$ cat src/rtl/tccw_pkg.sv
// shared types and constants of the text console cell writer
`default_nettype none

package tccw_pkg;

    // default store geometry
    localparam int DEF_MAX_COLUMNS = 128;
    localparam int DEF_MAX_ROWS    = 64;

    // fixed field widths
    localparam int OP_W       = 2;
    localparam int CHAR_W     = 8;
    localparam int ATTR_W     = 8;
    localparam int MODE_W     = 2;
    localparam int POS_W      = 14;
    localparam int COLUMNS_W  = 8;
    localparam int ROWS_W     = 7;
    localparam int CELL_W     = ATTR_W + CHAR_W;
    localparam int CFG_IDX_W  = 2;
    localparam int CFG_DATA_W = 8;

    // configuration register indexes
    localparam logic [CFG_IDX_W-1:0] CFG_COLUMNS = 2'd0;
    localparam logic [CFG_IDX_W-1:0] CFG_ROWS    = 2'd1;
    localparam logic [CFG_IDX_W-1:0] CFG_ATTR    = 2'd2;

    // configuration reset values
    localparam logic [COLUMNS_W-1:0] RST_COLUMNS = 8'd80;
    localparam logic [ROWS_W-1:0]    RST_ROWS    = 7'd25;
    localparam logic [ATTR_W-1:0]    RST_ATTR    = 8'h07;
    localparam logic [CELL_W-1:0]    RST_CELL    = 16'h0700;

    // operation codes
    localparam logic [OP_W-1:0] OP_PUT   = 2'd0;
    localparam logic [OP_W-1:0] OP_SEEK  = 2'd1;
    localparam logic [OP_W-1:0] OP_CLEAR = 2'd2;
    localparam logic [OP_W-1:0] OP_READ  = 2'd3;

    // seek modes
    localparam logic [MODE_W-1:0] SEEK_ABS     = 2'd0;
    localparam logic [MODE_W-1:0] SEEK_FWD     = 2'd1;
    localparam logic [MODE_W-1:0] SEEK_END     = 2'd2;
    localparam logic [MODE_W-1:0] SEEK_FWD_ALT = 2'd3;

    // special characters
    localparam logic [CHAR_W-1:0] CH_NUL       = 8'h00;
    localparam logic [CHAR_W-1:0] CH_BACKSPACE = 8'h08;
    localparam logic [CHAR_W-1:0] CH_NEWLINE   = 8'h0A;
    localparam logic [CHAR_W-1:0] CH_SPACE     = 8'h20;

    // queue depth between front and back
    localparam int QUEUE_DEPTH = 2;

    // classified command kinds
    typedef enum logic [2:0] {
        K_PUT,
        K_NEWLINE,
        K_BACKSPACE,
        K_SEEK_ABS,
        K_SEEK_FWD,
        K_SEEK_END,
        K_CLEAR,
        K_READ
    } t_kind;

    typedef struct packed {
        t_kind             kind;
        logic [CHAR_W-1:0] ch;
        logic [POS_W-1:0]  pos;
    } t_cmd;

    typedef struct packed {
        logic [POS_W-1:0]  cursor;
        logic [CHAR_W-1:0] cell_char;
        logic [ATTR_W-1:0] cell_attribute;
        logic              scrolled;
    } t_result;

endpackage

`default_nettype wire

$ cat src/rtl/tccw_queue.sv
// short command queue between front and back
`default_nettype none

module tccw_queue import tccw_pkg::*; (
    input  wire logic i_clk,
    input  wire logic i_rst_n,
    input  wire logic i_push,
    input  t_cmd      i_cmd,
    input  wire logic i_pop,
    output logic      o_valid,
    output logic      o_full,
    output t_cmd      o_cmd
);

    localparam int PTR_W = (QUEUE_DEPTH > 1) ? $clog2(QUEUE_DEPTH) : 1;
    localparam int CNT_W = $clog2(QUEUE_DEPTH + 1);

    t_cmd             r_slot [QUEUE_DEPTH];
    logic [PTR_W-1:0] r_wr_ptr;
    logic [PTR_W-1:0] r_rd_ptr;
    logic [CNT_W-1:0] r_count;
    logic             do_push;
    logic             do_pop;

    assign o_valid = (r_count != '0);
    assign o_full  = (r_count == CNT_W'(QUEUE_DEPTH));
    assign o_cmd   = r_slot[r_rd_ptr];
    assign do_push = i_push & ~o_full;
    assign do_pop  = i_pop & o_valid;

    // pointers and fill count
    always_ff @(posedge i_clk) begin
        if (!i_rst_n) begin
            r_wr_ptr <= '0;
            r_rd_ptr <= '0;
            r_count  <= '0;
        end else begin
            if (do_push) begin
                r_wr_ptr <= (r_wr_ptr == PTR_W'(QUEUE_DEPTH - 1)) ? '0 : r_wr_ptr + 1'b1;
            end
            if (do_pop) begin
                r_rd_ptr <= (r_rd_ptr == PTR_W'(QUEUE_DEPTH - 1)) ? '0 : r_rd_ptr + 1'b1;
            end
            if (do_push && !do_pop) begin
                r_count <= r_count + 1'b1;
            end else if (do_pop && !do_push) begin
                r_count <= r_count - 1'b1;
            end
        end
    end

    // slot storage
    always_ff @(posedge i_clk) begin
        if (do_push) begin
            r_slot[r_wr_ptr] <= i_cmd;
        end
    end

endmodule

`default_nettype wire

$ cat config.mk
export PLATFORM = sky130hd
export DESIGN_NAME = tccw_queue
export DESIGN_NICKNAME = d
export VERILOG_FILES = /design/src/rtl/tccw_pkg.sv /design/src/rtl/tccw_queue.sv
export SDC_FILE = /design/constraint.sdc
export NUM_CORES = 1
export LEC_CHECK = 0
export BUFFER_PORTS_ARGS = -buffer_cell sky130_fd_sc_hd__buf_2
export CAP_MARGIN = 20
export CORE_MARGIN = 8
export CORE_UTILIZATION = 28
export DETAILED_ROUTE_END_ITERATION = 7
export PLACE_DENSITY_LB_ADDON = 0.15
export SYNTH_ARGS = -nofsm -noshare
export SYNTH_HDL_FRONTEND = slang
export SYNTH_SLANG_ARGS = --single-unit
$ cat constraint.sdc
create_clock -name i_clk -period 2.45 [get_ports i_clk]
set_input_delay 0.245 -clock i_clk [delete_from_list [all_inputs] [get_ports i_clk]]
set_output_delay 0.245 -clock i_clk [all_outputs]
set_load 0.01 [all_outputs]
==> metrics.md <==
| Metric | Value |
|---|---|
| Status | complete, no violations |
| Pre-CTS WS | 0.867 ns |
| Syn_area_per_cell | 19.8 µm² |
| Hold Crit Class | in2reg |
| Grt ovf | 0 |
| Leakage | 0.956 nW |
| Final cycle utilization of the critical path | 74.0% |
| Port bufs | 55 |
| Max Fclk | 0.551 GHz |
| Routed len/inst | 15.3 µm |
| First-pass GRT wire length | 6180 µm |
| RSZ-0062 raised after global routing | false |
| R2R cell count | 6 |
| Vias | 1116 |
| Gr usage total | 8.18% |
| WP data required | 2.20 ns |
| Final Hold Viols | 0 |
| Core area | 7140 µm² |
| Post-CTS Resized | 0 |
| CP Capture Type | primary output |
| Sink Count | 55 |
| Syn nets | 133 |
| WP buf/inv | 2 |
| Setup crit start kind | flop |
| Commonest cells after routing, fill and taps aside | 55 x buf_2, 50 x edfxtp_1, 25 x mux2_2 |
| Layout Skew | 0.00321 ns |
| Cell Pwr Density | 986 nW/µm² |
| Hold buffer count at cts | 0 |
| Peak supply drop | 0.000479 V |
| Seq/Total Area, Yosys | 78.5% |
| CTS clk-pin slew, worst paths | 0.09 ns |
| Total CTS buffers | 5 |
| Via density | 4.20 |
| Cells along the critical path | buf_4, mux2_2, buf_2 |
| DRT Wirelength | 4070 µm |
| Critical-path top delay cell | dfxtp_1 |
| Clock tree from TritonCTS | yes |
| Initial antenna violation count | 0 |
| Antenna viol nets, final | 0 |
| Post-CTS setup buffers | 0 |
| Flop2flop setup slack | 0.85 ns |
| Synth-to-layout area growth | 25.6% |
| # diodes | 0 |
| Largest stage delay, worst path | 0.39 ns |
| # setup viols final | 0 |
| Max cap viols | 0 |
| WP data arrival | 1.57 ns |
| RR Startpoint | r_count[0] |
| Final GP Congestion | 0.690 |
| Share of cells above drive strength 1 | 55.7% |
| YS warnings | 0 |
| Pin count of the biggest net entering global routing | 26 |
| Cells after Synth | 103 |
| Die area | 10300 µm² |
| Crit Path Category | reg2out |
| Initial core utilization | 28.6% |
| Clk_lat worst skew | 0.30 ns |
| Die width | 101 µm |
| Final core utilization | 35.9% |
| Final Non-Filler Cells | 266 |
| CTS Buffer Depth | 2 |
| Largest delay share family, worst path | buffers and inverters |
| Fin. max-slew vios | 0 |
| 1st-iter DRT viols | 73 |
| Worst hold path startpoint | i_cmd[18] |
| Remaining routing DRC violations | 0 |
| Post-synthesis cell area | 2040 µm² |
| Root Driver | clkbuf_8 |
| Filler cells | 717 |
| Vias in the first global route | 1250 |
| Max-slew headroom | 76.3% |
| Crit Path Max Fanout | 22 |
| Post-route setup slack | 0.636 ns |
| Worst flop-to-flop path endpoint | r_count[1] |
| IO Pins | 56 |
| Row cnt | 31 |
| H-tree lvl count | 2 |
| Period minus WS final | 1.81 ns |
| Pre-antenna DRT Iters | 5 |
| Detailed Place HPWL | 2910 µm |
| CP endpoint | o_cmd[14] |
| Setup TNS | 0 ns |
| Chip height | 101 µm |
| Worst slew pin tran | 0.355 ns |
| Critical path depth | 3 |
| Synth Register Bits | 55 |
| Placed cells | 258 |
| Unique masters post-synth | 22 |
| Final net count | 196 |
| Most common cell after layout, fill and taps aside | buf_2 |
## cells in the mapped netlist, drive strengths merged
| master | instances | share of area (%) |
|---|---|---|
| xnor2 | 2 | 0.86 |
| a21boi | 2 | 0.74 |
| nor2 | 1 | 0.18 |
| and2 | 3 | 0.92 |
| mux2 | 25 | 14 |
| inv | 2 | 0.37 |
| o21a | 1 | 0.37 |
| or3 | 1 | 0.31 |
| ha | 1 | 0.61 |
| buf | 3 | 0.98 |
| nor3 | 1 | 0.49 |
| edfxtp | 50 | 74 |
| o21ai | 2 | 0.49 |
| xor2 | 1 | 0.43 |
| and3 | 1 | 0.31 |
| nand2b | 1 | 0.31 |
| dfxtp | 5 | 4.9 |
| or2 | 1 | 0.31 |
## worst min path at each step
| stage | slack [ns] | to | cells after the start |
|---|---|---|---|
| 2_1_floorplan | 0.34 | r_slot[0][0] | 0 |
| 3_3_place_gp | 0.43 | r_slot[0][24] | 1 |
| 3_5_place_dp | 0.44 | r_slot[0][18] | 1 |
| 4_1_cts | 0.11 | r_slot[0][18] | 1 |
| 5_1_grt | 0.11 | r_slot[0][21] | 1 |
| 6_report | 0.13 | r_slot[0][18] | 1 |
## cells by family after synthesis
group,synth area share [%]
flops,78.5
fa+ha+maj,0.613
mux,13.8
xor+xnor,1.29
compound gates,1.60
buf+inv,1.35
simple gates,2.82
## flip-flops by register name (all words and copies together) (netlist names), named ones only
name and count:
r_slot 50, r_count 2, r_wr_ptr 1, r_rd_ptr 1
## final cells by class
type | instances | area [µm²] | area share, %
clock inverter | 1 | 30.0 | 1.17
sequential | 55 | 1600 | 62.5
multi-input combinational | 43 | 417 | 16.3
inverter | 2 | 7.51 | 0.293
clock buffer | 7 | 76.3 | 2.98
timing repair buffer | 59 | 305 | 11.9
tap | 99 | 124 | 4.84
## metal layers
metal	global-route usage, %	vias up	wire length (µm)
li1	-	516	-
met1	8.32	556	1600
met2	14.4	39	2100
met3	3.71	5	321
met4	3.09	0	56
met5	0	-	0
## metrics by stage
step | area, µm² | hold slack (ns) | total power (W)
after floorplan | 2040 | 0.344 | 0.00171
after global placement | 2450 | 0.434 | 0.00197
after detailed placement | 2450 | 0.438 | 0.00199
after CTS | 2560 | 0.115 | 0.00258
after global routing | 2560 | 0.110 | 0.00267
final | 2560 | 0.130 | 0.00253
## where the power goes
part           leakage [nW]  total, W  internal (W)  switching [W]
clock                0.0524  0.000573      0.000306       0.000267
combinational         0.395  0.000722      0.000344       0.000378
sequential            0.508   0.00123       0.00118      0.0000496
total                 0.956   0.00253       0.00183       0.000694
Note: power is estimated with default switching activity, not from simulation.
