==> src/rtl/tccw_pkg.sv <==
// shared types and constants of the text console cell writer
`default_nettype none

package tccw_pkg;

    // default store geometry
    localparam int DEF_MAX_COLUMNS = 128;
    localparam int DEF_MAX_ROWS    = 64;

    // fixed field widths
    localparam int OP_W       = 2;
    localparam int CHAR_W     = 8;
    localparam int ATTR_W     = 8;
    localparam int MODE_W     = 2;
    localparam int POS_W      = 14;
    localparam int COLUMNS_W  = 8;
    localparam int ROWS_W     = 7;
    localparam int CELL_W     = ATTR_W + CHAR_W;
    localparam int CFG_IDX_W  = 2;
    localparam int CFG_DATA_W = 8;

    // configuration register indexes
    localparam logic [CFG_IDX_W-1:0] CFG_COLUMNS = 2'd0;
    localparam logic [CFG_IDX_W-1:0] CFG_ROWS    = 2'd1;
    localparam logic [CFG_IDX_W-1:0] CFG_ATTR    = 2'd2;

    // configuration reset values
    localparam logic [COLUMNS_W-1:0] RST_COLUMNS = 8'd80;
    localparam logic [ROWS_W-1:0]    RST_ROWS    = 7'd25;
    localparam logic [ATTR_W-1:0]    RST_ATTR    = 8'h07;
    localparam logic [CELL_W-1:0]    RST_CELL    = 16'h0700;

    // operation codes
    localparam logic [OP_W-1:0] OP_PUT   = 2'd0;
    localparam logic [OP_W-1:0] OP_SEEK  = 2'd1;
    localparam logic [OP_W-1:0] OP_CLEAR = 2'd2;
    localparam logic [OP_W-1:0] OP_READ  = 2'd3;

    // seek modes
    localparam logic [MODE_W-1:0] SEEK_ABS     = 2'd0;
    localparam logic [MODE_W-1:0] SEEK_FWD     = 2'd1;
    localparam logic [MODE_W-1:0] SEEK_END     = 2'd2;
    localparam logic [MODE_W-1:0] SEEK_FWD_ALT = 2'd3;

    // special characters
    localparam logic [CHAR_W-1:0] CH_NUL       = 8'h00;
    localparam logic [CHAR_W-1:0] CH_BACKSPACE = 8'h08;
    localparam logic [CHAR_W-1:0] CH_NEWLINE   = 8'h0A;
    localparam logic [CHAR_W-1:0] CH_SPACE     = 8'h20;

    // queue depth between front and back
    localparam int QUEUE_DEPTH = 2;

    // classified command kinds
    typedef enum logic [2:0] {
        K_PUT,
        K_NEWLINE,
        K_BACKSPACE,
        K_SEEK_ABS,
        K_SEEK_FWD,
        K_SEEK_END,
        K_CLEAR,
        K_READ
    } t_kind;

    typedef struct packed {
        t_kind             kind;
        logic [CHAR_W-1:0] ch;
        logic [POS_W-1:0]  pos;
    } t_cmd;

    typedef struct packed {
        logic [POS_W-1:0]  cursor;
        logic [CHAR_W-1:0] cell_char;
        logic [ATTR_W-1:0] cell_attribute;
        logic              scrolled;
    } t_result;

endpackage

`default_nettype wire

==> src/rtl/tccw_front.sv <==
// front stage: accepts and classifies commands
`default_nettype none

module tccw_front import tccw_pkg::*; (
    input  wire logic              i_clk,
    input  wire logic              i_rst_n,
    input  wire logic              start,
    output logic                   busy,
    input  wire logic [OP_W-1:0]   i_operation,
    input  wire logic [CHAR_W-1:0] i_char_code,
    input  wire logic [MODE_W-1:0] i_seek_mode,
    input  wire logic [POS_W-1:0]  i_position,
    input  wire logic              i_init,
    input  wire logic              i_q_full,
    output logic                   o_push,
    output t_cmd                   o_cmd
);

    logic r_valid;
    t_cmd r_cmd;
    t_cmd n_cmd;
    logic accept;

    // hold off while the stage is stuck or the store is being initialized
    assign busy   = i_init | (r_valid & i_q_full);
    assign accept = start & ~busy;
    assign o_push = r_valid & ~i_q_full;
    assign o_cmd  = r_cmd;

    // classify the incoming transaction
    always_comb begin
        n_cmd.ch  = i_char_code;
        n_cmd.pos = i_position;
        unique case (i_operation)
            OP_PUT: begin
                if (i_char_code == CH_NEWLINE) begin
                    n_cmd.kind = K_NEWLINE;
                end else if (i_char_code == CH_BACKSPACE) begin
                    n_cmd.kind = K_BACKSPACE;
                end else begin
                    n_cmd.kind = K_PUT;
                end
            end
            OP_SEEK: begin
                unique case (i_seek_mode) inside
                    SEEK_FWD, SEEK_FWD_ALT: n_cmd.kind = K_SEEK_FWD;
                    SEEK_END:               n_cmd.kind = K_SEEK_END;
                    default:                n_cmd.kind = K_SEEK_ABS;
                endcase
            end
            OP_CLEAR: n_cmd.kind = K_CLEAR;
            default:  n_cmd.kind = K_READ;
        endcase
    end

    // holding register toward the queue
    always_ff @(posedge i_clk) begin
        if (!i_rst_n) begin
            r_valid <= 1'b0;
        end else if (accept) begin
            r_valid <= 1'b1;
        end else if (o_push) begin
            r_valid <= 1'b0;
        end
    end

    always_ff @(posedge i_clk) begin
        if (accept) begin
            r_cmd <= n_cmd;
        end
    end

endmodule

`default_nettype wire

==> config.mk <==
export PLATFORM = sky130hd
export DESIGN_NAME = tccw_front
export DESIGN_NICKNAME = d
export VERILOG_FILES = /design/src/rtl/tccw_pkg.sv /design/src/rtl/tccw_front.sv
export SDC_FILE = /design/constraint.sdc
export NUM_CORES = 1
export LEC_CHECK = 0
export CORE_AREA = 2 2 63 65
export CTS_CLUSTER_DIAMETER = 30
export DETAILED_ROUTE_END_ITERATION = 8
export DIE_AREA = 0 0 65 67
export DONT_BUFFER_PORTS = 1
export GPL_ROUTABILITY_DRIVEN = 0
export MAX_ROUTING_LAYER = met4
export PLACE_DENSITY = 0.34
export SLEW_MARGIN = 10
export SYNTH_ARGS = -nofsm -noshare
export SYNTH_HDL_FRONTEND = slang
export SYNTH_SLANG_ARGS = --single-unit
==> constraint.sdc <==
create_clock -name i_clk -period 3.3 [get_ports i_clk]
set_input_delay 0.33 -clock i_clk [delete_from_list [all_inputs] [get_ports i_clk]]
set_output_delay 0.33 -clock i_clk [all_outputs]
set_load 0.005 [all_outputs]
==> summary by stage <==
Synth
The sequential fraction of the synthesis area is 88.0%. The net count of the mapped netlist is 77. Counting flops and latches in the post-synthesis netlist gives 26. The per-instance average area after synthesis is 19.0 um^2. For this run, the number of Yosys warnings is 0. The summed instance area of the synthesized netlist is 876 um^2.

The most area-hungry cell type in the Yosys netlist is edfxtp_1. Counting every instance in the synthesized netlist gives 46. The number of library cell types mapped by synthesis is 13. By area the synthesized netlist is led by edfxtp_1, dfxtp_1, o21ai_0. The share of synthesized area in the top cell type comes to 85.7%.

Detailed routing
The DRC marker count from the first detailed-route iteration is 26. The number of detailed-route iterations in the first pass is 4. The total length of routed met3 wires is 167 um. The met2 layer wire length in the routed design is 770 um.

After detailed routing, the number of remaining DRC violations is 0. In this run the remaining antenna-violating nets after routing total 0. Dividing the detail-routed via count by the number of cells gives 4.16. The routed length on met1 is 615 um. The detailed router used layers up to and including met4. The sum of routed wire length over all layers is 1560 um. Across all layers, the routed design uses 412 vias. Dividing the detail-routed wire length by the instance count gives 15.8 um.

Min path
The startpoint of the most critical hold path is i_char_code[1]. The tightest min-delay check is of the input port to flip-flop type. Counting instances, the worst hold path has a depth of 0.

The path with the worst hold slack has its endpoint at o_cmd[15].

Timing
The number of pins with negative max-slew slack in the final report came to 0. At the pin with the least slew margin, the transition time is 324 ps. The worst hold slack is 157 ps. The worst path needs 1200 ps of the cycle, external delays included.

The headroom to the max-slew limit is 78.4%. The final cycle utilization of the critical path is 36.5%. The maximum clock frequency is 0.831 GHz.

Setup violations remaining at the end of the flow were counted as 0. The count of endpoints failing hold in the final timing report was 0. Setup repair after global routing left no endpoint under its margin.

The worst clock skew on the final layout is 3.88 ps. In the final timing run, aggregate negative setup slack is 0 ps.

GRT
The pin count of the biggest net entering global routing is 26. Global routing used 7.53% of the available tracks. The initial antenna violation count came to 0. The total global routing overflow is 0. The number of global-route vias before repair is 417. The first global-routing pass estimated 2240 um of wire.

Worst setup path
The worst setup path is captured at a flip-flop. In this run the critical register-to-register path is captured at o_cmd[5]. The launching instance or port of the critical path is r_valid. The worst setup path is of the flip-flop to flip-flop kind. The startpoint of the most critical register-to-register path is r_valid. STA puts the critical path data required time at 3240 ps. The worst register-to-register path has a setup slack of 2100 ps. The type of element launching the critical path is a flip-flop. The cell depth of the worst flop-to-flop path is 4. The top fanout value on the critical path is 25. Data on the critical path arrives at its endpoint at 1140 ps.

Floorplan
The full die area is 4360 um^2. 58 I/O pins were placed. The area inside the core boundary is 3610 um^2. In this run the core area contains 22 standard-cell rows.

The die is 65 um wide. The die is 67 um tall. The initial core utilization is 24.3%.

Place
The count of buffers added on input and output ports is 0. The number of placed instances, taps included, is 95. After detailed placement, the total cell area comes to 946 um^2.

Cells and area
The library cell used most frequently in the layout, excluding fill and tap cells, is edfxtp_1. The final antenna diode count is 0. The non-filler instance count after layout is 99. The final core utilization is 27.5%. From synthesis to final layout, the design area changed by 13.1%.

The net total in the final layout is 83. With fillers left out, the area of the finished cells amounts to 991 um^2. In the layout the commonest cells are edfxtp_1, o21ai_0, nor2_1, clkbuf_8. Of the cells placed in the final design, the portion with a size suffix greater than 1 is 11.8%.

The filler cells instantiated in the layout total 357.

Clocking
The tree is rooted in a clkbuf_8. TritonCTS built the clock tree. Buffers added to address setup during post-CTS repair amount to 0. At the later pin of the worst-skew pair, clock insertion delay measures 260 ps.

Clock-pin slew was measured on the worst setup and hold paths at 90 ps. Once the clock tree was built, the resizer swapped 0 gates to a different size. The total CTS buffers is 3. In this run, post-CTS hold repair placed 0 buffers. CTS built an H-tree with a depth of 1. The clock net in this run drives a total of 26 sinks. The worst-case clock buffer depth is 2.

Outcome
The flow ran to the end, and the final reports show no timing, DRC or antenna violations.

Power
The highest ir drop seen on vdd is 0.120 mV. The proportion of power drawn by flip-flops and latches is 66.7%. The internal power of the cells totals 470 uW.

Summed over all cells, the static leakage comes to 0.000310 uW. In this run the power density over the cells is 584 nW/um^2. The clock share of power is 30.7%.

The share of total power dissipated in combinational logic is 2.6%. The reported net switching power is 109 uW. Of the total power, the share spent switching nets is 18.8%.

Flow run
The number of max-capacitance violations reported is 0.
==> worst max-delay path, stage by stage, from the launching register on <==
cell and delay [ps]:
dfxtp_1 310, nand2_1 60, nand2b_1 100, nor2_2 90
buf_4 310
==> power groups by stage <==
stage | Clock [uW] | Sequential (uW) | Combinational (uW)
after floorplan | 0 | 392 | 10.8
after global placement | 0 | 394 | 14.9
after detailed placement | 0 | 394 | 15.4
after CTS | 188 | 386 | 15.3
after global routing | 203 | 388 | 17.1
final | 178 | 386 | 14.9
==> registers in the layout, summed over array words and instances (netlist names) <==
| signal | flops |
|---|---|
| r_valid | 1 |
| o_cmd | 25 |
==> per-stage QoR <==
step / setup slack, ps / power, uW
6_report: 2100 / 579
5_1_grt: 2010 / 608
4_1_cts: 2080 / 590
3_5_place_dp: 2050 / 409
3_3_place_gp: 2050 / 409
2_1_floorplan: 1330 / 403
==> final cells by class <==
| cell class | instances | area, um^2 | share of cell area [%] |
|---|---|---|---|
| clock buffer | 4 | 45.0 | 4.55 |
| inverter | 2 | 7.51 | 0.758 |
| multi-input combinational | 18 | 100 | 10.1 |
| sequential | 26 | 771 | 77.8 |
| tap | 48 | 60.1 | 6.06 |
| timing repair buffer | 1 | 7.51 | 0.758 |
==> cells in the mapped netlist (all sizes together) <==
| master | instances |
|---|---|
| o21ai | 4 |
| and2 | 1 |
| dfxtp | 1 |
| nor2b | 1 |
| o31ai | 1 |
| nand2b | 2 |
| nor4 | 1 |
| nand3 | 1 |
| inv | 2 |
| edfxtp | 25 |
| a21oi | 1 |
| nor2 | 4 |
| nand2 | 2 |
==> cells by family (layout without fill, tap and decap cells) <==
kind of cell	after synthesis	count (layout)	share of synthesized area, %
and+or+nand+nor	12	12	7.43
AOI/OAI and AO/OA	6	6	3.71
buffers and inverters	2	7	0.857
DFF	26	26	88.0
==> per-layer routing <==
metal | track usage, % | vias to the layer above
met2 | 10.8 | 31
met4 | 3.99 | 0
met5 | - | -
li1 | - | 181
met1 | 8.41 | 198
met3 | 4.05 | 2
==> worst max path at each step <==
| stage | slack [ps] | cells after the start | to |
|---|---|---|---|
| 6_report | 2100 | 4 | o_cmd[5] |
| 5_1_grt | 2010 | 4 | o_cmd[5] |
| 4_1_cts | 2080 | 4 | o_cmd[6] |
| 3_5_place_dp | 2050 | 3 | o_cmd[18] |
| 3_3_place_gp | 2050 | 3 | o_cmd[20] |
| 2_1_floorplan | 1330 | 2 | o_cmd[0] |
No activity file was read; power rests on OpenSTA's default activity.
